### config.mk
export PLATFORM = sky130hd
export DESIGN_NAME = record_table_heap_allocator
export DESIGN_NICKNAME = d
export VERILOG_FILES = /design/src/rtl/core/rtha_pkg.sv /design/src/rtl/core/record_table_heap_allocator.sv
export SDC_FILE = /design/constraint.sdc
export NUM_CORES = 1
export LEC_CHECK = 0
export ABC_AREA = 0
export BUFFER_PORTS_ARGS = -buffer_cell sky130_fd_sc_hd__buf_2
export CAP_MARGIN = 25
export CORE_AREA = 2 2 267 269
export CTS_BUF_LIST = sky130_fd_sc_hd__clkbuf_16
export DETAILED_ROUTE_END_ITERATION = 16
export DIE_AREA = 0 0 269 271
export GPL_TIMING_DRIVEN = 0
export PLACE_DENSITY = 0.5
export SLEW_MARGIN = 20
export SYNTH_ARGS = -nofsm -noshare
export SYNTH_HDL_FRONTEND = slang
export SYNTH_SLANG_ARGS = --single-unit
### constraint.sdc
create_clock -name clock -period 4.7 [get_ports clock]
set_input_delay 0.94 -clock clock [delete_from_list [all_inputs] [get_ports clock]]
set_output_delay 0.94 -clock clock [all_outputs]
set_load 0.01 [all_outputs]
### src/rtl/core/rtha_pkg.sv
// Shared types and constants of the record table heap allocator.
package rtha_pkg;

   localparam int REQ_W    = 13;
   localparam int OFF_W    = 12;
   localparam int REQ_TD_W = 32;
   localparam int RSP_TD_W = 16;

   localparam logic MODE_ALLOC = 1'b0;
   localparam logic MODE_FREE  = 1'b1;

   typedef enum logic [2:0] {
      ST_IDLE,
      ST_SIZE,
      ST_ATTEMPT,
      ST_SCAN,
      ST_RESP
   } state_type;

endpackage

### src/rtl/core/record_table_heap_allocator.sv
// Record table heap allocator: first-fit region placement over a record memory.
// Free: one pass over the record memory from request to result.
// Allocate (with a free record): size rounding (reciprocal multiply, then scale), then
// up to RECORDS placement attempts. One request at a time; the result register frees
// the input side once loaded. Synchronous reset clears all busy bits, the control state
// and the result valid flag; the record memory needs no clearing.
module record_table_heap_allocator
   import rtha_pkg::*;
#(
   parameter int RECORDS    = 16,
   parameter int HEAP_WORDS = 1024,
   parameter int WORD_BYTES = 4
) (
   input  logic                clock,
   input  logic                reset,
   input  logic                req_tvalid,
   output logic                req_tready,
   input  logic [REQ_TD_W-1:0] req_tdata,   // req_bytes[12:0], free_offset[24:13], zero fill
   input  logic                req_tuser,   // mode
   output logic                rsp_tvalid,
   input  logic                rsp_tready,
   output logic [RSP_TD_W-1:0] rsp_tdata    // ok[0], region_offset[12:1], zero fill
);

   localparam int HEAP_BYTES = HEAP_WORDS * WORD_BYTES;
   localparam int IW  = $clog2(RECORDS);
   localparam int CW  = $clog2(RECORDS + 1);
   localparam int SW  = $clog2(HEAP_BYTES + 1);
   localparam int AW  = $clog2(HEAP_BYTES + 16384);
   localparam int RND_W = REQ_W + 1;
   localparam int RSH   = RND_W + 3;
   localparam int RECIP = (2**RSH + WORD_BYTES - 1) / WORD_BYTES;
   localparam logic [AW-1:0]    HEAP_LIM = AW'(HEAP_BYTES);
   localparam logic [AW-1:0]    WB_A     = AW'(WORD_BYTES);
   localparam logic [RND_W-1:0] WB_M1    = RND_W'(WORD_BYTES - 1);
   localparam logic [RSH:0]     RECIP_C  = (RSH + 1)'(RECIP);
   localparam logic [IW-1:0]    LAST_IDX = IW'(RECORDS - 1);
   localparam logic [CW-1:0]    REC_CNT  = CW'(RECORDS);

   state_type state_ff, state_in;

   logic [2*SW-1:0] mem [RECORDS];
   logic [2*SW-1:0] rdata_ff;
   logic            mem_we;
   logic            rd_en;

   logic [RECORDS-1:0] busy_ff, busy_in;
   logic               mode_ff, mode_in;
   logic [REQ_W-1:0]   req_ff, req_in;
   logic [OFF_W-1:0]   foff_ff, foff_in;
   logic               bit_ff, bit_in;
   logic [AW-1:0]      size_ff, size_in;
   logic [AW-1:0]      s_ff, s_in;
   logic [AW-1:0]      e_ff, e_in;
   logic [IW-1:0]      slot_ff, slot_in;
   logic [CW-1:0]      att_ff, att_in;
   logic [CW-1:0]      iss_ff, iss_in;
   logic               pend_ff, pend_in;
   logic [IW-1:0]      tag_ff, tag_in;
   logic               ok_ff, ok_in;
   logic [OFF_W-1:0]   off_ff, off_in;
   logic               rsp_valid_ff;
   logic [OFF_W-1:0]   rsp_off_ff;
   logic               rsp_ok_ff;
   logic               rsp_load;

   logic [IW-1:0]        free_slot;
   logic                 any_free;
   logic [RND_W-1:0]     rnd;
   logic [RND_W+RSH:0]   prod;
   logic [AW-1:0]        quot;
   logic [AW-1:0]        rs, re;
   logic                 hit;

   always_comb begin
      free_slot = '0;
      any_free  = 1'b0;
      for (int i = RECORDS - 1; i >= 0; i--) begin
         if (!busy_ff[i]) begin
            free_slot = IW'(i);
            any_free  = 1'b1;
         end
      end
   end

   // word count = ceil(bytes / WORD_BYTES) by reciprocal multiply
   assign rnd  = {1'b0, req_ff} + WB_M1;
   assign prod = {{(RSH + 1){1'b0}}, rnd} * {{RND_W{1'b0}}, RECIP_C};
   assign quot = AW'(prod[RND_W+RSH:RSH]);

   assign rs = AW'(rdata_ff[2*SW-1:SW]);
   assign re = AW'(rdata_ff[SW-1:0]);

   always_comb begin
      if (mode_ff == MODE_FREE) begin
         hit = pend_ff && busy_ff[tag_ff] && (rs == AW'(foff_ff));
      end else begin
         hit = pend_ff && busy_ff[tag_ff] &&
               ((s_ff <= rs && e_ff >= rs) || (s_ff <= re && e_ff >= re) ||
                (s_ff >= rs && e_ff <= re));
      end
   end

   always_comb begin
      state_in = state_ff;
      busy_in  = busy_ff;
      mode_in  = mode_ff;
      req_in   = req_ff;
      foff_in  = foff_ff;
      bit_in   = bit_ff;
      size_in  = size_ff;
      s_in     = s_ff;
      e_in     = e_ff;
      slot_in  = slot_ff;
      att_in   = att_ff;
      iss_in   = iss_ff;
      pend_in  = 1'b0;
      tag_in   = tag_ff;
      ok_in    = ok_ff;
      off_in   = off_ff;
      mem_we   = 1'b0;
      rd_en    = 1'b0;
      rsp_load = 1'b0;
      req_tready = (state_ff == ST_IDLE);

      case (state_ff)
         ST_IDLE: begin
            if (req_tvalid) begin
               mode_in = req_tuser;
               req_in  = req_tdata[REQ_W-1:0];
               foff_in = req_tdata[REQ_W+OFF_W-1:REQ_W];
               slot_in = free_slot;
               bit_in  = 1'b0;
               s_in    = '0;
               att_in  = '0;
               iss_in  = '0;
               ok_in   = 1'b0;
               off_in  = '0;
               if (req_tuser == MODE_FREE) begin
                  state_in = ST_SCAN;
               end else if (!any_free) begin
                  state_in = ST_RESP;
               end else begin
                  state_in = ST_SIZE;
               end
            end
         end
         ST_SIZE: begin
            bit_in = 1'b1;
            if (!bit_ff) begin
               size_in = quot;
            end else begin
               size_in  = size_ff * WB_A;
               e_in     = size_ff * WB_A;
               state_in = ST_ATTEMPT;
            end
         end
         ST_ATTEMPT: begin
            iss_in = '0;
            if (att_ff == REC_CNT || e_ff > HEAP_LIM) begin
               state_in = ST_RESP;
            end else begin
               state_in = ST_SCAN;
            end
         end
         ST_SCAN: begin
            if (iss_ff < REC_CNT) begin
               rd_en   = 1'b1;
               pend_in = 1'b1;
               tag_in  = iss_ff[IW-1:0];
               iss_in  = iss_ff + 1'b1;
            end
            if (hit) begin
               if (mode_ff == MODE_FREE) begin
                  busy_in[tag_ff] = 1'b0;
                  ok_in    = 1'b1;
                  state_in = ST_RESP;
               end else begin
                  s_in     = re + WB_A;
                  e_in     = re + WB_A + size_ff;
                  att_in   = att_ff + 1'b1;
                  state_in = ST_ATTEMPT;
               end
            end else if (pend_ff && tag_ff == LAST_IDX) begin
               if (mode_ff == MODE_ALLOC) begin
                  mem_we           = 1'b1;
                  busy_in[slot_ff] = 1'b1;
                  ok_in            = 1'b1;
                  off_in           = s_ff[OFF_W-1:0];
               end
               state_in = ST_RESP;
            end
         end
         ST_RESP: begin
            if (!rsp_valid_ff || rsp_tready) begin
               rsp_load = 1'b1;
               state_in = ST_IDLE;
            end
         end
         default: begin
            state_in = ST_IDLE;
         end
      endcase
   end

   always_ff @(posedge clock) begin
      if (mem_we) begin
         mem[slot_ff] <= {s_ff[SW-1:0], e_ff[SW-1:0]};
      end
      if (rd_en) begin
         rdata_ff <= mem[iss_ff[IW-1:0]];
      end
   end

   always_ff @(posedge clock) begin
      if (reset) begin
         state_ff     <= ST_IDLE;
         busy_ff      <= '0;
         pend_ff      <= 1'b0;
         rsp_valid_ff <= 1'b0;
      end else begin
         state_ff <= state_in;
         busy_ff  <= busy_in;
         pend_ff  <= pend_in;
         if (rsp_load) begin
            rsp_valid_ff <= 1'b1;
         end else if (rsp_tready) begin
            rsp_valid_ff <= 1'b0;
         end
      end
   end

   always_ff @(posedge clock) begin
      mode_ff <= mode_in;
      req_ff  <= req_in;
      foff_ff <= foff_in;
      bit_ff  <= bit_in;
      size_ff <= size_in;
      s_ff    <= s_in;
      e_ff    <= e_in;
      slot_ff <= slot_in;
      att_ff  <= att_in;
      iss_ff  <= iss_in;
      tag_ff  <= tag_in;
      ok_ff   <= ok_in;
      off_ff  <= off_in;
      if (rsp_load) begin
         rsp_ok_ff  <= ok_ff;
         rsp_off_ff <= off_ff;
      end
   end

   assign rsp_tvalid = rsp_valid_ff;
   assign rsp_tdata  = {(RSP_TD_W - OFF_W - 1)'(0), rsp_off_ff, rsp_ok_ff};

endmodule

==> implementation parameters, run 1 <==
Parameter                              Value

Run status
  Result of the run    finished clean

Floorplan
  Die Outline Area    72900 µm²
  I/O pin count    55
  Initial core utilization    a little over a third
  Area of the core region    about 70000 µm²
  Number of rows in the core area    97
  Height of the die    between 200 and 300 µm
  Die width    269 µm

Layout
  Ratio of cells with drive above 1 in the final layout    23.19%
  Fill cell count    6275
  Fin area    28520 µm²
  Antenna diode count    0
  Footprint of the flip-flops and latches    approximately 17000 µm²
  Net total in the final layout    1633
  Area used by multi-input combinational logic    about 6900 µm²
  Relative area change from synthesis to final layout    17.21%

STA
  Hold Vio Cnt, Final    0
  F_max    0.2245 GHz
  Final setup TNS    0 ps
  Worst Clk Skew    43.67 ps
  Transition time at the pin with the least slew margin    approximately 1100 ps
  Worst max-slew margin expressed relative to the limit    28.29%
  Post-route clock period utilization    a little over nine tenths
  Final slew viol count    0
  Time the worst path needs with I/O delays and setup    4455 ps
  Total setup violations reported at the end of the flow    0
  Unrepaired setup endpoints after global routing    no
  Setup slack after layout    245.3 ps
  Worst hold margin    383.3 ps

Global routing
  Pin count of the biggest net entering global routing    20
  Number of antenna violations at the first check in global routing    0
  Via count of the first global-routing pass    13320
  Overall fraction of global-route tracks in use    18.20%
  Global-route wire length before repair    94.47 mm
  GRT Residual Overflow    0

Power
  Switch share    30.74%
  Portion of total power attributed to sequential cells    45.1%
  Switching power of the nets    4.729 mW
  Combinational group share of total power    25.3%
  Worst IR drop on VDD    approximately 300 µV
  Clock share of power    29.6%
  Power density of the placed cells    539.2 nW/µm²
  Internal power summed over all cells    10.65 mW
  Leakage power    9.389 nW

Setup path
  Data arrival, critical path    about 4800 ps
  Length in cells of the worst reg-to-reg path    10
  Classification of the worst setup path    reg -> reg
  Required @ worst endpoint    a little over 5000 ps
  Critical Path Start Type    flop
  CP Max Fanout    19
  Crit. End Element    flop

Clocking
  Clock slew at the register clock pins of the worst setup and hold paths    60 ps
  Count of cells resized by post-cts repair    0
  CTS sink count    roughly 580
  H-tree lvl count    2
  Largest buffer count on any clock path    3
  CTS buffer count    61
  Clk root buf    clkbuf_16
  Clock tree from TritonCTS    built
  CTS Hold Buffers Added    0
  Clock network latency to the later pin of the worst-skew pair    650 ps

Placement
  Half-perimeter wire length of the detailed placement result    roughly 45 mm
  Instance area at placement    26510 µm²
  Routability-driven placement congestion ratio    between 0.8 and 0.9
  Port bufs    44
  Minimum setup slack after placement    -120.9 ps

Synth
  Total of warnings raised by yosys    0
  Synth Instances    between 1000 and 1500
  Number of enable flip-flop cells after synthesis    between 500 and 600
  Cell types occupying the most area after synthesis    edfxtp_1 69%, mux4_2 12%, ha_1 3.6%, dfxtp_1 1.7%, xnor2_1 1.1%
  Post-synthesis area per instance    ~18 µm²
  Async set-reset flop share out of synthesis    0%
  Unique masters post-synth    67
  Predominant post-synthesis flop cell    edfxtp_1
  Dominant cell type by area after synthesis    edfxtp_1
  Post-Synthesis Cell Area    24340 µm²
  Flop and latch count out of synthesis    578
  Fraction of the yosys area taken by sequential cells    70.45%
  Area share of the largest cell type after synthesis    68.73%

Detailed routing
  Routed length per placed instance    approximately 26 µm
  Detailed-route wire length    65.42 mm
  Pre-antenna DRT Iters    7
  DRT iter0 DRCs    1208
  Via count normalized by instance count    around 5.3
  Number of design rule violations left after detail routing    0
  Vias    ~13000
  Number of nets still failing antenna checks after routing    0

Worst hold path
  Worst Hold Class    reg -> reg
  Hold Path Depth    0

Flow run
  Count of maximum capacitance violations    0
[cells in the final DEF, fill, tap and decap left out, types with 7 or more instances in the layout]
cell type | netlist | layout
buf_2 | 4 | 53
o31ai_1 | 9 | 9
buf_12 | 0 | 9
o21a_1 | 9 | 9
a21oi_1 | 21 | 21
buf_4 | 5 | 29
nand2_1 | 60 | 60
o21ai_0 | 43 | 43
dfxtp_1 | 21 | 21
and2_1 | 32 | 32
clkinvlp_4 | 0 | 7
nor3_1 | 31 | 27
clkbuf_1 | 37 | 32
clkinv_2 | 0 | 13
mux4_2 | 135 | 135
a21o_1 | 8 | 8
nor2_1 | 58 | 44
edfxtp_1 | 557 | 557
a31oi_1 | 8 | 8
a211oi_1 | 11 | 11
o211ai_1 | 7 | 7
nand3_1 | 24 | 24
clkinv_1 | 0 | 11
xnor2_1 | 31 | 31
and3_1 | 8 | 8
nand2b_1 | 14 | 14
nand4_1 | 12 | 12
nor2_4 | 0 | 13
clkbuf_16 | 0 | 61
inv_1 | 45 | 58
ha_1 | 70 | 70
buf_16 | 0 | 11
xor2_1 | 16 | 16
[repair_timing]
| action | in CTS | in global routing |
|---|---|---|
| setup buffers | 8 | 2 |
| setup endpoints to repair | 55 | 1 |
| pin swaps | 4 | 0 |
| endpoints found under the hold margin | 0 | 0 |
[cells by family (layout without fill, tap and decap cells)]
family	count (synthesis)	after routing	share of synthesized area, %
simple gates	272	272	5.588
flops	578	578	70.45
buf+inv	101	309	1.655
mux	136	136	12.53
xor+xnor	47	47	1.691
compound gates	158	158	4.380
other cells	1	3	0.01541
fa+ha+maj	71	71	3.681
[metal layers]
| metal | part of all wire, % | track usage (%) | up-vias |
|---|---|---|---|
| li1 | - | - | 5822 |
| met2 | 48 | 29.52 | 354 |
| met1 | 44 | 25.86 | 6967 |
| met5 | 0 | 0 | - |
| met3 | 5.2 | 2.121 | 86 |
| met4 | 2.4 | 5.073 | 0 |
[Yosys cell counts (10+ instances only)]
cell      count
o21ai_0      43
inv_1        45
a211oi_1     11
xnor2_1      31
clkbuf_1     37
nand2b_1     14
mux4_2      135
nand2_1      60
a21oi_1      21
xor2_1       16
ha_1         70
and2_1       32
nand4_1      12
nand3_1      24
nor3_1       31
buf_1        10
nor2_1       58
dfxtp_1      21
edfxtp_1    557
[state kept, by name, summed over array words and instances, names as in the netlist, 5 cells and up]
signal and cells:
att_ff 5, busy_ff 16, e_ff 15, foff_ff 12, iss_ff 5, mem 416
off_ff 12, rdata_ff 26, req_ff 13, rsp_off_ff 12, s_ff 14, size_ff 15
[cell type report]
class	instances	area share [%]
multi-input combinational	687	24.24
tap	940	4.123
clock buffer	61	5.351
timing repair buffer	96	3.439
clock inverter	51	1.276
sequential	578	60.11
buffer	56	0.8641
inverter	45	0.5922
[critical path, cell delays in order, from the launching register on]
cell and delay (ps):
edfxtp_1 710, ha_1 350, or4_1 500, or2_2 330, o21ai_0 340, a41o_1 270
o31ai_1 170, or3_1 350, buf_2 230, nor2_4 640, buf_16 240
[power groups by stage]
stage | registers, mW | logic, mW | clock network, mW
after floorplan | 6.78 | 2.66 | 0
after global placement | 7.04 | 3.82 | 0
after detailed placement | 7.07 | 3.92 | 0
after CTS | 6.96 | 3.94 | 4.67
after global routing | 7.00 | 4.25 | 4.85
final | 6.94 | 3.89 | 4.55
[path summary, 6_finish.rpt]
path	endpoint	startpoint	slack, ps
worst min register to register	rsp_off_ff[11]	off_ff[11]	380
worst max register to register	mem[0][5]	e_ff[12]	250
worst min-delay path	rsp_off_ff[11]	off_ff[11]	380
worst max-delay path	mem[0][5]	e_ff[12]	250
[stage by stage]
step                util [%]  power [mW]  cells
floorplan                  -       9.441   1366
global placement       36.89       10.86   2350
detailed placement     37.98       10.99   2390
CTS                    40.82       15.57   2510
global route           40.87       16.10   2514
finish                 40.87       15.38   2514
No activity file was read; power rests on OpenSTA's default activity.
==> run 2: changes to the inputs <==
--- a/config.mk
+++ b/config.mk
@@ -8,10 +8,9 @@
 export ABC_AREA = 0
 export BUFFER_PORTS_ARGS = -buffer_cell sky130_fd_sc_hd__buf_2
 export CAP_MARGIN = 25
-export CORE_AREA = 2 2 267 269
-export CTS_BUF_LIST = sky130_fd_sc_hd__clkbuf_16
+export CORE_AREA = 2 2 298 241
 export DETAILED_ROUTE_END_ITERATION = 16
-export DIE_AREA = 0 0 269 271
+export DIE_AREA = 0 0 300 243
 export GPL_TIMING_DRIVEN = 0
 export PLACE_DENSITY = 0.5
 export SLEW_MARGIN = 20
==> implementation parameters, run 2 (synthesized netlist as in run 1, its figures left out) <==
Parameter                              Value

Power
  Power density of the placed cells    539.5 nW/µm² (about the same)
  Worst IR drop on VDD    289.6 µV (-2.7%)
  Leakage power    9.481 nW (+0.98%)

Layout
  Most common library cell in the layout ignoring fill and taps    edfxtp_1
  Relative area change from synthesis to final layout    17.73%
  Largest registers    mem: 416 flops, rdata_ff: 26 flops, busy_ff: 16 flops
  Net total in the final layout    1666 (+2.0%)
  Commonest cells after routing, fill and taps aside    557 x edfxtp_1, 135 x mux4_2, 70 x buf_4, 70 x ha_1, 60 x nand2_1
  Top register by number of flip-flops    mem
  Flip-flop count of the largest register after layout    416 (unchanged)
  Antenna diode count    0 (unchanged)
  Non-filler instance count after layout    2538 (+0.95%)
  Ratio of cells with drive above 1 in the final layout    24.50% (+1.3 points)
  Post-layout util    41.00% (+0.12 points)
  Fill cell count    6337 (+0.99%)

Detailed routing
  Vias    13660 (+3.3%)
  Wl on met1    32.01 mm (+10%)
  DRT iter0 DRCs    1301 (+7.7%)
  Met2 wire length    29.26 mm (-6.9%)
  Top layer reached by signal wires    met5
  Pre-antenna DRT Iters    5 (-2)
  Detailed-route wire length    66.93 mm (+2.3%)
  Number of nets still failing antenna checks after routing    0 (unchanged)
  Routed length per placed instance    26.37 µm (+1.3%)
  Number of design rule violations left after detail routing    0 (unchanged)
  Via count normalized by instance count    5.383 (+2.3%)
  Met3 WL post-DR    4.663 mm (+36%)

Setup path
  Crit. End Element    flop
  CP Max Fanout    10 (-9)
  End of the worst register-to-register path    mem[10][21]
  Required @ worst endpoint    5060 ps (+30 ps)
  Length in cells of the worst reg-to-reg path    12 (+2)
  Startpoint of the lowest-slack register-to-register path    rdata_ff[13]
  Classification of the worst setup path    reg -> reg
  Data arrival, critical path    4980 ps (+190 ps)
  Worst setup slack for register-to-register paths    70 ps (-170 ps)
  Critical Path Start Type    flop

STA
  Time the worst path needs with I/O delays and setup    4626 ps (+171.0 ps)
  Hold Vio Cnt, Final    0 (unchanged)
  Transition time at the pin with the least slew margin    1096 ps (+20.24 ps)
  F_max    0.2162 GHz (-3.7%)
  Final slew viol count    0 (unchanged)
  Total setup violations reported at the end of the flow    0 (unchanged)
  Worst max-slew margin expressed relative to the limit    26.26% (-2.0 points)
  Unrepaired setup endpoints after global routing    no
  Worst Clk Skew    28.60 ps (-15.07 ps)
  Post-route clock period utilization    98.42% (+3.6 points)

Global routing
  Number of antenna violations at the first check in global routing    3 (+3)
  GRT Residual Overflow    0 (unchanged)
  Via count of the first global-routing pass    13380 (+0.41%)
  Global-route wire length before repair    96.12 mm (+1.8%)
  Pin count of the biggest net entering global routing    32 (+60%)
  Overall fraction of global-route tracks in use    18.42% (+0.22 points)

Placement
  Number of placed instances with taps included    2384 (-0.25%)
  Port bufs    44 (unchanged)
  Routability-driven placement congestion ratio    0.8807 (+3.3%)
  Half-perimeter wire length of the detailed placement result    45.55 mm (+1.5%)

Floorplan
  Height of the die    243 µm (-10%)
  Die width    300 µm (+12%)
  Initial core utilization    34.82% (-0.049 points)
  Number of rows in the core area    87 (-10%)
  Die Outline Area    72900 µm² (about the same)
  I/O pin count    55 (unchanged)
  Area of the core region    69880 µm² (+0.14%)

Worst hold path
  Worst Min Path Start    off_ff[11]
  Hold Path Depth    0 (unchanged)
  Worst Hold Class    reg -> reg
  Worst-case hold path end point    rsp_off_ff[11]

Clocking
  Clock network latency to the later pin of the worst-skew pair    620 ps (-30 ps)
  H-tree lvl count    2 (unchanged)
  CTS Hold Buffers Added    0 (unchanged)
  CTS sink count    578 (unchanged)
  Clock tree from TritonCTS    built
  CTS buffer count    54 (-11%)
  Largest buffer count on any clock path    3 (unchanged)
  Clock slew at the register clock pins of the worst setup and hold paths    60 ps (about the same)
  Clk root buf    clkbuf_16

Flow run
  Count of maximum capacitance violations    0 (unchanged)

Run status
  Result of the run    finished clean
## run 2: cell count changes in the layout (fill, tap and decap cells not counted), moves of 2 or more
cell | before | now
buf_1 | 5 | 3
buf_12 | 9 | 14
buf_16 | 11 | 5
buf_2 | 53 | 55
buf_4 | 29 | 70
bufinv_16 | 3 | 6
clkbuf_1 | 32 | 40
clkbuf_16 | 61 | 56
clkinv_1 | 11 | 21
clkinv_2 | 13 | 10
clkinv_8 | 2 | 0
clkinvlp_4 | 7 | 1
inv_1 | 58 | 44
## run 2: power breakdown
part	leakage, nW	switching [mW]	internal (mW)	total [mW]
clock	0.867	1.95	2.50	4.44
combinational	3.37	2.49	1.81	4.31
sequential	5.25	0.302	6.40	6.71
## run 2: worst max-delay path by stage
stage / startpoint / end / slack [ps] / cells past startpoint
after floorplan: e_ff[12] / mem[2][0] / 100 / 8
after global placement: e_ff[4] / mem[14][22] / -3970 / 9
after detailed placement: e_ff[4] / mem[7][20] / -170 / 10
after CTS: s_ff[2] / mem[14][19] / 9 / 13
after global routing: rdata_ff[13] / mem[10][21] / 4 / 12
final: rdata_ff[13] / mem[10][21] / 70 / 12
## run 2: stage by stage
step	area [µm²]	setup TNS (ps)	worst slack [ps]	hold slack, ps	power [mW]
2_1_floorplan	24340	0	101.6	400.3	9.441
3_3_place_gp	25730	-981290	-3966	402.5	10.90
3_5_place_dp	26450	-6370	-173.0	404.5	11.00
4_1_cts	28340	0	9.229	419.7	15.48
5_1_grt	28650	0	3.912	425.4	16.16
6_report	28650	0	74.31	417.9	15.46
## run 2: critical path, cell delays in order (launching register included)
cell and delay [ps]:
edfxtp_1 510, xnor2_1 320, nand3_1 110, nor4_1 940, o21ai_2 240, a41o_1 290
o31ai_1 560, buf_2 400, nor3_2 150, buf_4 220, buf_4 200, buf_4 190
buf_4 200
## run 2: final cells by class
type	instances	area, µm²	area share [%]
sequential	578	17150	59.85
multi-input combinational	687	6922	24.16
clock buffer	63	1428	4.983
timing repair buffer	136	1224	4.271
tap	934	1169	4.079
clock inverter	39	346.6	1.210
buffer	56	247.7	0.8647
inverter	45	168.9	0.5895
## run 2: repair_timing
| action | 4_1_cts | 5_1_grt |
|---|---|---|
| buffers inserted | 14 | 35 |
| pin swaps | 3 | 0 |
| gates resized for setup | 0 | 1 |
| endpoints found under the setup margin | 57 | 65 |
## run 2: per-layer routing
metal  vias to the layer above  global-route usage, %
li1                       5878                      -
met1                      7274                  28.35
met2                       426                  27.05
met3                        81                  3.616
met4                         2                  3.632
met5                         -                      0
